**src/design/dual_stack_shared_memory_macros.svh**
```systemverilog
// Assertion macros for the dual stack shared memory block.
// Used by the top level; needs a signal named clock and one named reset in scope.
`ifndef DUAL_STACK_SHARED_MEMORY_MACROS_SVH
`define DUAL_STACK_SHARED_MEMORY_MACROS_SVH

// A condition that holds at every clock edge outside reset.
`define DSSM_CHECK(label, cond, msg) \
   label: assert property (@(posedge clock) disable iff (reset) (cond)) else $error(msg);

// A condition that implies another in the same cycle.
`define DSSM_IMPLY(label, ante, cons, msg) \
   label: assert property (@(posedge clock) disable iff (reset) (ante) |-> (cons)) \
      else $error(msg);

// A condition that implies another in the following cycle.
`define DSSM_NEXT(label, ante, cons, msg) \
   label: assert property (@(posedge clock) disable iff (reset) (ante) |=> (cons)) \
      else $error(msg);

`endif

```
**src/design/dssm_pkg.sv**
```systemverilog
// Package for the dual stack shared memory block: sizes, codes and payload types.
// Has no dependencies; every other file of the block but the assertion macro header imports it.
package dssm_pkg;

   localparam int MEM_DEPTH = 64;
   localparam int ADDR_W    = $clog2(MEM_DEPTH);
   localparam int CNT_W     = $clog2(MEM_DEPTH + 1);
   localparam int CFG_W     = 7;
   localparam int QUEUE_DEPTH = 2;
   localparam int QPTR_W    = $clog2(QUEUE_DEPTH);
   localparam int QLVL_W    = $clog2(QUEUE_DEPTH + 1);

   // Commands.
   localparam logic [2:0] CMD_PUSH_ONE = 3'd0;
   localparam logic [2:0] CMD_PUSH_TWO = 3'd1;
   localparam logic [2:0] CMD_POP_ONE  = 3'd2;
   localparam logic [2:0] CMD_POP_TWO  = 3'd3;
   localparam logic [2:0] CMD_LIST_ONE = 3'd4;
   localparam logic [2:0] CMD_LIST_TWO = 3'd5;

   // Result status codes.
   localparam logic [1:0] ST_OK       = 2'd0;
   localparam logic [1:0] ST_OVERFLOW = 2'd1;
   localparam logic [1:0] ST_EMPTY    = 2'd2;

   // Kinds of work handed from the front to the back.
   localparam logic [1:0] KIND_STATUS = 2'd0;
   localparam logic [1:0] KIND_WRITE  = 2'd1;
   localparam logic [1:0] KIND_LIST   = 2'd2;

   // Register index of the capacity register.
   localparam logic REG_CAPACITY = 1'b0;

   typedef struct packed {
      logic [2:0]         cmd;
      logic signed [31:0] push_value;
   } req_type;

   typedef struct packed {
      logic [1:0]         status;
      logic signed [31:0] elem_value;
      logic               last;
   } rsp_type;

   typedef struct packed {
      logic [1:0]        kind;
      logic [1:0]        status;
      logic [31:0]       value;
      logic [ADDR_W-1:0] addr;
      logic [CNT_W-1:0]  count;
      logic              up;
   } op_type;

   typedef struct packed {
      logic [CNT_W-1:0] count_one;
      logic [CNT_W-1:0] count_two;
   } counts_type;

endpackage

```
**src/design/dssm_front.sv**
```systemverilog
// Front end of the dual stack shared memory: accepts requests, keeps both
// stack counts and turns each request with a known command into an operation for the back end. Uses dssm_pkg.
module dssm_front (
   input  logic                       clock,
   input  logic                       reset,
   input  logic                       start,
   output logic                       busy,
   input  dssm_pkg::req_type          req_payload,
   input  logic [dssm_pkg::CNT_W-1:0] capacity,
   input  logic                       cfg_clear,
   input  logic                       q_full,
   output logic                       q_push,
   output dssm_pkg::op_type           q_data,
   output dssm_pkg::counts_type       counts
);
   import dssm_pkg::*;

   logic [CNT_W-1:0] count_one_ff, count_one_in;
   logic [CNT_W-1:0] count_two_ff, count_two_in;
   logic [CNT_W:0]   count_sum;
   logic             room;
   logic             accept;
   logic             cmd_known;
   logic [CNT_W-1:0] slot_push_two;
   logic [CNT_W-1:0] slot_top_one;
   logic [CNT_W-1:0] slot_top_two;

   assign accept    = start && !q_full;
   assign busy      = q_full;
   assign count_sum = {1'b0, count_one_ff} + {1'b0, count_two_ff};
   assign room      = count_sum < {1'b0, capacity};

   assign slot_push_two = capacity - CNT_W'(1) - count_two_ff;
   assign slot_top_one  = count_one_ff - CNT_W'(1);
   assign slot_top_two  = capacity - count_two_ff;

   always_comb begin
      count_one_in = count_one_ff;
      count_two_in = count_two_ff;
      cmd_known    = 1'b1;
      q_data.kind   = KIND_STATUS;
      q_data.status = ST_OK;
      q_data.value  = req_payload.push_value;
      q_data.addr   = count_one_ff[ADDR_W-1:0];
      q_data.count  = count_one_ff;
      q_data.up     = 1'b0;
      case (req_payload.cmd)
         CMD_PUSH_ONE: begin
            if (room) begin
               q_data.kind  = KIND_WRITE;
               count_one_in = count_one_ff + CNT_W'(1);
            end else begin
               q_data.status = ST_OVERFLOW;
            end
         end
         CMD_PUSH_TWO: begin
            q_data.addr = slot_push_two[ADDR_W-1:0];
            if (room) begin
               q_data.kind  = KIND_WRITE;
               count_two_in = count_two_ff + CNT_W'(1);
            end else begin
               q_data.status = ST_OVERFLOW;
            end
         end
         CMD_POP_ONE: begin
            if (count_one_ff == '0) begin
               q_data.status = ST_EMPTY;
            end else begin
               count_one_in = count_one_ff - CNT_W'(1);
            end
         end
         CMD_POP_TWO: begin
            if (count_two_ff == '0) begin
               q_data.status = ST_EMPTY;
            end else begin
               count_two_in = count_two_ff - CNT_W'(1);
            end
         end
         CMD_LIST_ONE: begin
            q_data.addr = slot_top_one[ADDR_W-1:0];
            if (count_one_ff == '0) begin
               q_data.status = ST_EMPTY;
            end else begin
               q_data.kind = KIND_LIST;
            end
         end
         CMD_LIST_TWO: begin
            q_data.addr  = slot_top_two[ADDR_W-1:0];
            q_data.count = count_two_ff;
            q_data.up    = 1'b1;
            if (count_two_ff == '0) begin
               q_data.status = ST_EMPTY;
            end else begin
               q_data.kind = KIND_LIST;
            end
         end
         default: begin
            cmd_known = 1'b0;
         end
      endcase
   end

   assign q_push = accept && cmd_known;

   always_ff @(posedge clock) begin
      if (reset || cfg_clear) begin
         count_one_ff <= '0;
         count_two_ff <= '0;
      end else if (accept) begin
         count_one_ff <= count_one_in;
         count_two_ff <= count_two_in;
      end
   end

   assign counts.count_one = count_one_ff;
   assign counts.count_two = count_two_ff;

endmodule

```
**src/design/dssm_queue.sv**
```systemverilog
// Two-entry operation queue between the front and back ends.
// Uses dssm_pkg for the entry type and its depth.
module dssm_queue (
   input  logic             clock,
   input  logic             reset,
   input  logic             push,
   input  dssm_pkg::op_type push_data,
   input  logic             pop,
   output dssm_pkg::op_type pop_data,
   output logic             full,
   output logic             empty
);
   import dssm_pkg::*;

   op_type            entry_ff [QUEUE_DEPTH];
   logic [QPTR_W-1:0] wr_ptr_ff, wr_ptr_in;
   logic [QPTR_W-1:0] rd_ptr_ff, rd_ptr_in;
   logic [QLVL_W-1:0] level_ff, level_in;

   assign full     = level_ff == QLVL_W'(QUEUE_DEPTH);
   assign empty    = level_ff == '0;
   assign pop_data = entry_ff[rd_ptr_ff];

   always_comb begin
      wr_ptr_in = wr_ptr_ff;
      rd_ptr_in = rd_ptr_ff;
      level_in  = level_ff;
      if (push) begin
         wr_ptr_in = (wr_ptr_ff == QPTR_W'(QUEUE_DEPTH - 1)) ? '0 : wr_ptr_ff + QPTR_W'(1);
      end
      if (pop) begin
         rd_ptr_in = (rd_ptr_ff == QPTR_W'(QUEUE_DEPTH - 1)) ? '0 : rd_ptr_ff + QPTR_W'(1);
      end
      if (push && !pop) begin
         level_in = level_ff + QLVL_W'(1);
      end else if (pop && !push) begin
         level_in = level_ff - QLVL_W'(1);
      end
   end

   always_ff @(posedge clock) begin
      if (reset) begin
         wr_ptr_ff <= '0;
         rd_ptr_ff <= '0;
         level_ff  <= '0;
      end else begin
         wr_ptr_ff <= wr_ptr_in;
         rd_ptr_ff <= rd_ptr_in;
         level_ff  <= level_in;
      end
   end

   always_ff @(posedge clock) begin
      if (push) begin
         entry_ff[wr_ptr_ff] <= push_data;
      end
   end

endmodule

```
**src/design/dssm_back.sv**
```systemverilog
// Back end of the dual stack shared memory: holds the slot memory, performs
// writes and streams list reads and status results into the result register. Uses dssm_pkg.
module dssm_back (
   input  logic              clock,
   input  logic              reset,
   input  logic              q_empty,
   input  dssm_pkg::op_type  q_data,
   output logic              q_pop,
   output logic              rsp_strobe,
   output dssm_pkg::rsp_type rsp_payload
);
   import dssm_pkg::*;

   logic [31:0]       mem [MEM_DEPTH];
   logic [31:0]       rd_data_ff;

   logic              active_ff, active_in;
   logic [ADDR_W-1:0] addr_ff, addr_in;
   logic [CNT_W-1:0]  remain_ff, remain_in;
   logic              up_ff, up_in;

   logic              out_valid_ff, out_valid_in;
   logic [1:0]        out_status_ff, out_status_in;
   logic              out_last_ff, out_last_in;
   logic              out_elem_ff, out_elem_in;

   logic [ADDR_W-1:0] rd_addr;
   logic [CNT_W-1:0]  rd_remain;
   logic              rd_up;
   logic              do_read;
   logic              do_write;

   assign q_pop     = !active_ff && !q_empty;
   assign rd_addr   = active_ff ? addr_ff : q_data.addr;
   assign rd_remain = active_ff ? remain_ff : q_data.count;
   assign rd_up     = active_ff ? up_ff : q_data.up;

   always_comb begin
      do_read  = active_ff;
      do_write = 1'b0;
      if (q_pop) begin
         case (q_data.kind)
            KIND_WRITE: do_write = 1'b1;
            KIND_LIST:  do_read  = 1'b1;
            default:    do_read  = 1'b0;
         endcase
      end
   end

   // A list walks down from the top of stack one, or up from the top of stack two.
   always_comb begin
      active_in = do_read && (rd_remain != CNT_W'(1));
      addr_in   = rd_up ? rd_addr + ADDR_W'(1) : rd_addr - ADDR_W'(1);
      remain_in = rd_remain - CNT_W'(1);
      up_in     = rd_up;

      out_valid_in  = active_ff || q_pop;
      out_elem_in   = do_read;
      out_status_in = do_read ? ST_OK : q_data.status;
      out_last_in   = do_read ? (rd_remain == CNT_W'(1)) : 1'b1;
   end

   always_ff @(posedge clock) begin
      if (reset) begin
         active_ff    <= 1'b0;
         out_valid_ff <= 1'b0;
      end else begin
         active_ff    <= active_in;
         out_valid_ff <= out_valid_in;
      end
   end

   always_ff @(posedge clock) begin
      addr_ff       <= addr_in;
      remain_ff     <= remain_in;
      up_ff         <= up_in;
      out_status_ff <= out_status_in;
      out_last_ff   <= out_last_in;
      out_elem_ff   <= out_elem_in;
   end

   always_ff @(posedge clock) begin
      if (do_write) begin
         mem[q_data.addr] <= q_data.value;
      end
      rd_data_ff <= mem[rd_addr];
   end

   assign rsp_strobe             = out_valid_ff;
   assign rsp_payload.status     = out_status_ff;
   assign rsp_payload.elem_value = out_elem_ff ? rd_data_ff : '0;
   assign rsp_payload.last       = out_last_ff;

endmodule

```
**src/design/dual_stack_shared_memory.sv**
```systemverilog
// Two stacks in one 64-slot memory. A push or pop gives its single result through the queue
// and the back end's result register; a list of n elements gives n results, one per cycle.
// Pushes and pops sustain one request per cycle while no list holds the memory read port; a
// list holds it until its last element is read; busy rises once the two-entry queue fills.
// Reset clears both stacks, sets the capacity to 64 and leaves memory contents undefined.
`include "dual_stack_shared_memory_macros.svh"

module dual_stack_shared_memory (
   input  logic              clock,
   input  logic              reset,
   input  logic              start,
   output logic              busy,
   input  dssm_pkg::req_type req_payload,
   output logic              rsp_strobe,
   output dssm_pkg::rsp_type rsp_payload,
   input  logic              psel,
   input  logic              penable,
   input  logic              pwrite,
   input  logic [2:0]        paddr,
   input  logic [31:0]       pwdata,
   output logic [31:0]       prdata,
   output logic              pready
);
   import dssm_pkg::*;

   logic [CNT_W-1:0] cap_ff, cap_in;
   logic [CFG_W-1:0] wr_value;
   logic             cfg_write;
   logic             q_push;
   logic             q_pop;
   logic             q_full;
   logic             q_empty;
   op_type           front_op;
   op_type           back_op;
   counts_type       counts;
   logic [CNT_W:0]   count_sum;

   assign pready    = 1'b1;
   assign cfg_write = psel && penable && pwrite && pready && (paddr[2] == REG_CAPACITY);
   assign wr_value  = pwdata[CFG_W-1:0];

   // The low seven bits of pwdata are clamped to the legal range of 1 to MEM_DEPTH; higher bits are ignored.
   always_comb begin
      if (wr_value == '0) begin
         cap_in = CNT_W'(1);
      end else if (wr_value > CFG_W'(MEM_DEPTH)) begin
         cap_in = CNT_W'(MEM_DEPTH);
      end else begin
         cap_in = CNT_W'(wr_value);
      end
   end

   always_ff @(posedge clock) begin
      if (reset) begin
         cap_ff <= CNT_W'(MEM_DEPTH);
      end else if (cfg_write) begin
         cap_ff <= cap_in;
      end
   end

   assign prdata = (paddr[2] == REG_CAPACITY) ? 32'(cap_ff) : '0;

   dssm_front u_front (
      .clock       (clock),
      .reset       (reset),
      .start       (start),
      .busy        (busy),
      .req_payload (req_payload),
      .capacity    (cap_ff),
      .cfg_clear   (cfg_write),
      .q_full      (q_full),
      .q_push      (q_push),
      .q_data      (front_op),
      .counts      (counts)
   );

   dssm_queue u_queue (
      .clock     (clock),
      .reset     (reset),
      .push      (q_push),
      .push_data (front_op),
      .pop       (q_pop),
      .pop_data  (back_op),
      .full      (q_full),
      .empty     (q_empty)
   );

   dssm_back u_back (
      .clock       (clock),
      .reset       (reset),
      .q_empty     (q_empty),
      .q_data      (back_op),
      .q_pop       (q_pop),
      .rsp_strobe  (rsp_strobe),
      .rsp_payload (rsp_payload)
   );

   assign count_sum = {1'b0, counts.count_one} + {1'b0, counts.count_two};

   `DSSM_CHECK(a_stacks_fit, count_sum <= {1'b0, cap_ff}, "stacks overlap in memory")
   `DSSM_CHECK(a_cap_range, cap_ff != '0 && cap_ff <= CNT_W'(MEM_DEPTH), "capacity out of range")
   `DSSM_IMPLY(a_err_last, rsp_strobe && rsp_payload.status != ST_OK, rsp_payload.last, "error not last")
   `DSSM_NEXT(a_cfg_clears, cfg_write, count_sum == '0, "capacity write left stacks filled")

endmodule

```
**config.mk**
```make
export PLATFORM = sky130hd
export DESIGN_NAME = dual_stack_shared_memory
export DESIGN_NICKNAME = d
export VERILOG_FILES = /design/src/design/dssm_pkg.sv /design/src/design/dssm_front.sv /design/src/design/dssm_queue.sv /design/src/design/dssm_back.sv /design/src/design/dual_stack_shared_memory.sv
export VERILOG_INCLUDE_DIRS = /design/src /design/src/design
export SDC_FILE = /design/constraint.sdc
export NUM_CORES = 2
export LEC_CHECK = 0
export BUFFER_PORTS_ARGS = -buffer_cell sky130_fd_sc_hd__buf_2
export CORE_ASPECT_RATIO = 1.5
export CORE_UTILIZATION = 40
export DETAILED_ROUTE_END_ITERATION = 10
export PLACE_DENSITY = 0.51
export SLEW_MARGIN = 40
export SYNTH_ARGS = -nofsm -noshare
export SYNTH_HDL_FRONTEND = slang
export SYNTH_SLANG_ARGS = --single-unit
```
**constraint.sdc**
```tcl
create_clock -name clock -period 14 [get_ports clock]
set_input_delay 3.5 -clock clock [delete_from_list [all_inputs] [get_ports clock]]
set_output_delay 3.5 -clock clock [all_outputs]
set_load 0.01 [all_outputs]
```
==> results by group <==
Synth
  – Synthesized area: roughly 85000 µm²
  – Unique masters post-synth: 54
  – Post-synth ARST share: 0%
  – Synth top area cells: edfxtp_1, mux4_2, a22oi_1, dfxtp_1, a21oi_1
  – Synthesized instance count: between 4k and 5k
  – Seq cells post-synth: 2226
  – Syn. warnings: 0
  – Ys flop type: edfxtp_1
  – Largest area contributor in the netlist: edfxtp_1
  – Post-synthesis sequential area ratio: 77.3%
  – Synth top area share: between 70% and 80%
  – EDFF count, synth: around 2.1k
  – Avg Inst Size Synth: 21.1 µm²

Die
  – I/O pin count: around 150
  – Rows: approximately 210
  – Die width: 379 µm
  – Die area: 216000 µm²
  – Initial Util: between 40% and 50%
  – Area of the core: 212000 µm²
  – Die Y: around 570 µm

Setup path
  – Critical path capture point type: primary output
  – Kind of critical path: primary input to primary output
  – CP delay by family, top: buffers and inverters
  – Critical path buffers and inverters: 2
  – Cell mode on critical path: buf_2
  – CP max FO: 8
  – WP data arrival: about 3900 ps
  – Worst path cell trace: buf_2 > nor2_1 > buf_2
  – Worst EP required: roughly 11000 ps
  – CP max stage delay: 140 ps
  – Slowest CP cell: buf_2
  – Startpoint types: primary input

STA
  – Setup_tns: 0 ps
  – Worst slew pin tran: ~1000 ps
  – Slew Limit Fails: 0
  – Unrepaired setup endpoints after global routing: false
  – Post-route clock period utilization: 52.6%
  – Slew HR: between 30% and 40%
  – Final setup skew: 32.5 ps
  – Min cycle time layout: 7370 ps
  – Final setup fails: 0
  – Final Hold Viols: 0
  – Max Fclk: approximately 0.14 GHz

Clock network
  – Worst-path clk slew: around 70 ps
  – Post-CTS setup buffers: 0
  – Clk Latency, worst-skew pair: ~860 ps
  – CTS Buffer Depth: 4
  – H-tree depth: 4
  – CTS root buf: clkbuf_16
  – CTS tree: yes
  – CTS buffer count: 215
  – CTS Sinks: roughly 2.2k
  – CTS hold repair buffers: 0
  – Post-CTS sizing: 0

Power
  – Switching Share: between 30% and 40%
  – Clock power share: 29.8%
  – Net Sw Power: between 5 and 6 mW
  – P_int: ~13 mW
  – P_leak: roughly 30 nW
  – Peak supply drop: roughly 0.00016 V
  – Sequential fraction of design power: 43.9%
  – PwrDens: 189 nW/µm²
  – Logic pwr share: 26.3%

Final layout
  – Syn-to-layout area delta: 13.1%
  – Nets@finish: 4388
  – Number of fill cells: ~18k
  – Final design utilization: 45.6%
  – Area occupied by multi-input gates: around 19000 µm²
  – Post-Layout Cell Count: ~7.3k
  – Reg area: roughly 66000 µm²
  – Layout cell share with drive strength beyond 1: between 20% and 30%

Placement
  – Port bufs: a little over 90
  – Routability cong.: ~0.80
  – Dpl cells: 6872
  – Post-detail-place hpwl: between 100000 and 150000 µm

Detailed routing
  – 1st-iter DRT viols: between 4k and 5k
  – Vias per inst: 5.71
  – Wire length per cell: roughly 32 µm
  – DR vias: 41.5k
  – WL final: 231000 µm
  – Drt pass-1 iters: 7
  – DRC viols: 0
  – Detail Route Antenna Nets: 0

Global route
  – Pin count of the biggest net entering global routing: 108
  – Vias in the first global route: about 43k
  – Antenna violations before repair: 8
  – First-pass GRT wire length: 324000 µm
  – Grt ovf: 0
  – Gr usage total: between 20 and 25%

Outcome
  – Status: complete, no violations

Flow run
  – Max-cap violations: 0

Hold path
  – Worst hold path class: flop to flop
final timing paths:
| kind | from | end | slack [ps] | cells after the start |
|---|---|---|---|---|
| setup / recovery | paddr[2] | prdata[0] | 6630 | 3 |
| hold / removal | cap_ff[6] | cap_ff[6] | 470 | 1 |
| setup reg to reg | u_back.active_ff | u_back.rd_data_ff[16] | 8420 | 10 |
| hold reg to reg | cap_ff[6] | cap_ff[6] | 470 | 1 |
cells in the final DEF, fill, tap and decap left out, drive strengths merged, types with 15 or more instances in the layout:
cell,netlist,final
nor3,72,72
and2,37,37
clkbuf,110,298
nor2,154,154
a21oi,180,180
mux2,40,40
o21ai,30,30
nand2,42,42
nand3,23,23
dfxtp,78,78
edfxtp,2148,2148
ha,35,35
conb,2,26
inv,38,38
mux4,512,512
buf,142,233
xnor2,15,15
mux2i,23,23
a22oi,259,259
clkinv,0,69
Yosys cell counts, types with 4 or more instances:
library cell,number
o21ai_0,29
mux2i_1,23
a211o_1,4
or3_1,10
buf_4,29
a22oi_1,259
nor3b_1,4
o21bai_1,5
buf_1,42
inv_1,37
clkbuf_1,110
xnor2_1,15
nor3_1,72
xor2_1,10
or4_1,7
dfxtp_1,78
ha_1,35
nand2b_1,10
edfxtp_1,2148
fa_1,5
nand2_1,42
a21oi_1,180
buf_6,4
a22o_1,5
a21o_1,8
buf_2,67
nor2_1,154
a31oi_1,5
o31ai_1,4
and2_1,37
mux4_2,512
nand3_1,23
mux2_2,39
nor2b_1,9
layer usage:
layer  share of wire [%]  vias up  wire [µm]  track usage (%)
met5                   0        -          0                0
li1                    -    17300          -                -
met3                 4.5      346      10300             2.36
met4                 3.4        0       7880             7.07
met2                  52     1219     121000             37.8
met1                  40    22600      91800             27.4
power groups by stage:
| stage | sequential, mW | clock (mW) | combinational [mW] |
|---|---|---|---|
| after global routing | 8.03 | 5.78 | 5.08 |
| after floorplan | 8.13 | 0 | 2.96 |
| after CTS | 8.03 | 5.57 | 4.89 |
| after detailed placement | 8.17 | 0 | 4.88 |
| after global placement | 8.16 | 0 | 4.82 |
| final | 8.02 | 5.45 | 4.80 |
through the flow:
step           area [µm²]  power [mW]  hold slack [ps]  worst slack (ps)
2_1_floorplan       85600        11.1              435              6680
4_1_cts             96500        18.5              475              6630
5_1_grt             96700        18.9              517              6570
3_3_place_gp        90000        13.0              452              6640
6_report            96700        18.3              473              6630
3_5_place_dp        90200        13.0              459              6630
kinds of logic after synthesis:
| logic type | synth area share, % |
|---|---|
| flip-flops | 77.3 |
| multiplexers | 14.3 |
| AO/OA/AOI/OAI | 3.89 |
| AND/OR/NAND/NOR | 2.11 |
| buffers and inverters | 1.53 |
| adder cells (fa/ha/maj) | 0.629 |
| XOR/XNOR | 0.256 |
| other | 0.00879 |
sequential cells by signal, summed over array words and instances (netlist names), named ones only:
register              count
u_queue.rd_ptr_ff         1
u_back.rd_data_ff        32
u_back.rsp_strobe         1
u_back.out_last_ff        1
cap_ff                    7
u_back.up_ff              1
u_queue.level_ff          2
u_back.remain_ff          7
u_back.addr_ff            6
u_front.count_two_ff      7
u_queue.wr_ptr_ff         1
u_front.count_one_ff      7
u_queue.entry_ff        100
u_back.out_status_ff      2
u_back.out_elem_ff        1
u_back.mem             2048
u_back.active_ff          1
area by class of cell:
type                    count  area share [%]
repair buffers            233            1.80
diodes                      2         0.00518
well taps                2821            3.65
clock buffers             298            6.00
inverters                  38           0.160
flip-flops and latches   2226            68.3
multi-input cells        1558            19.4
clock inverters            82           0.595
No activity file was read; power rests on OpenSTA's default activity.
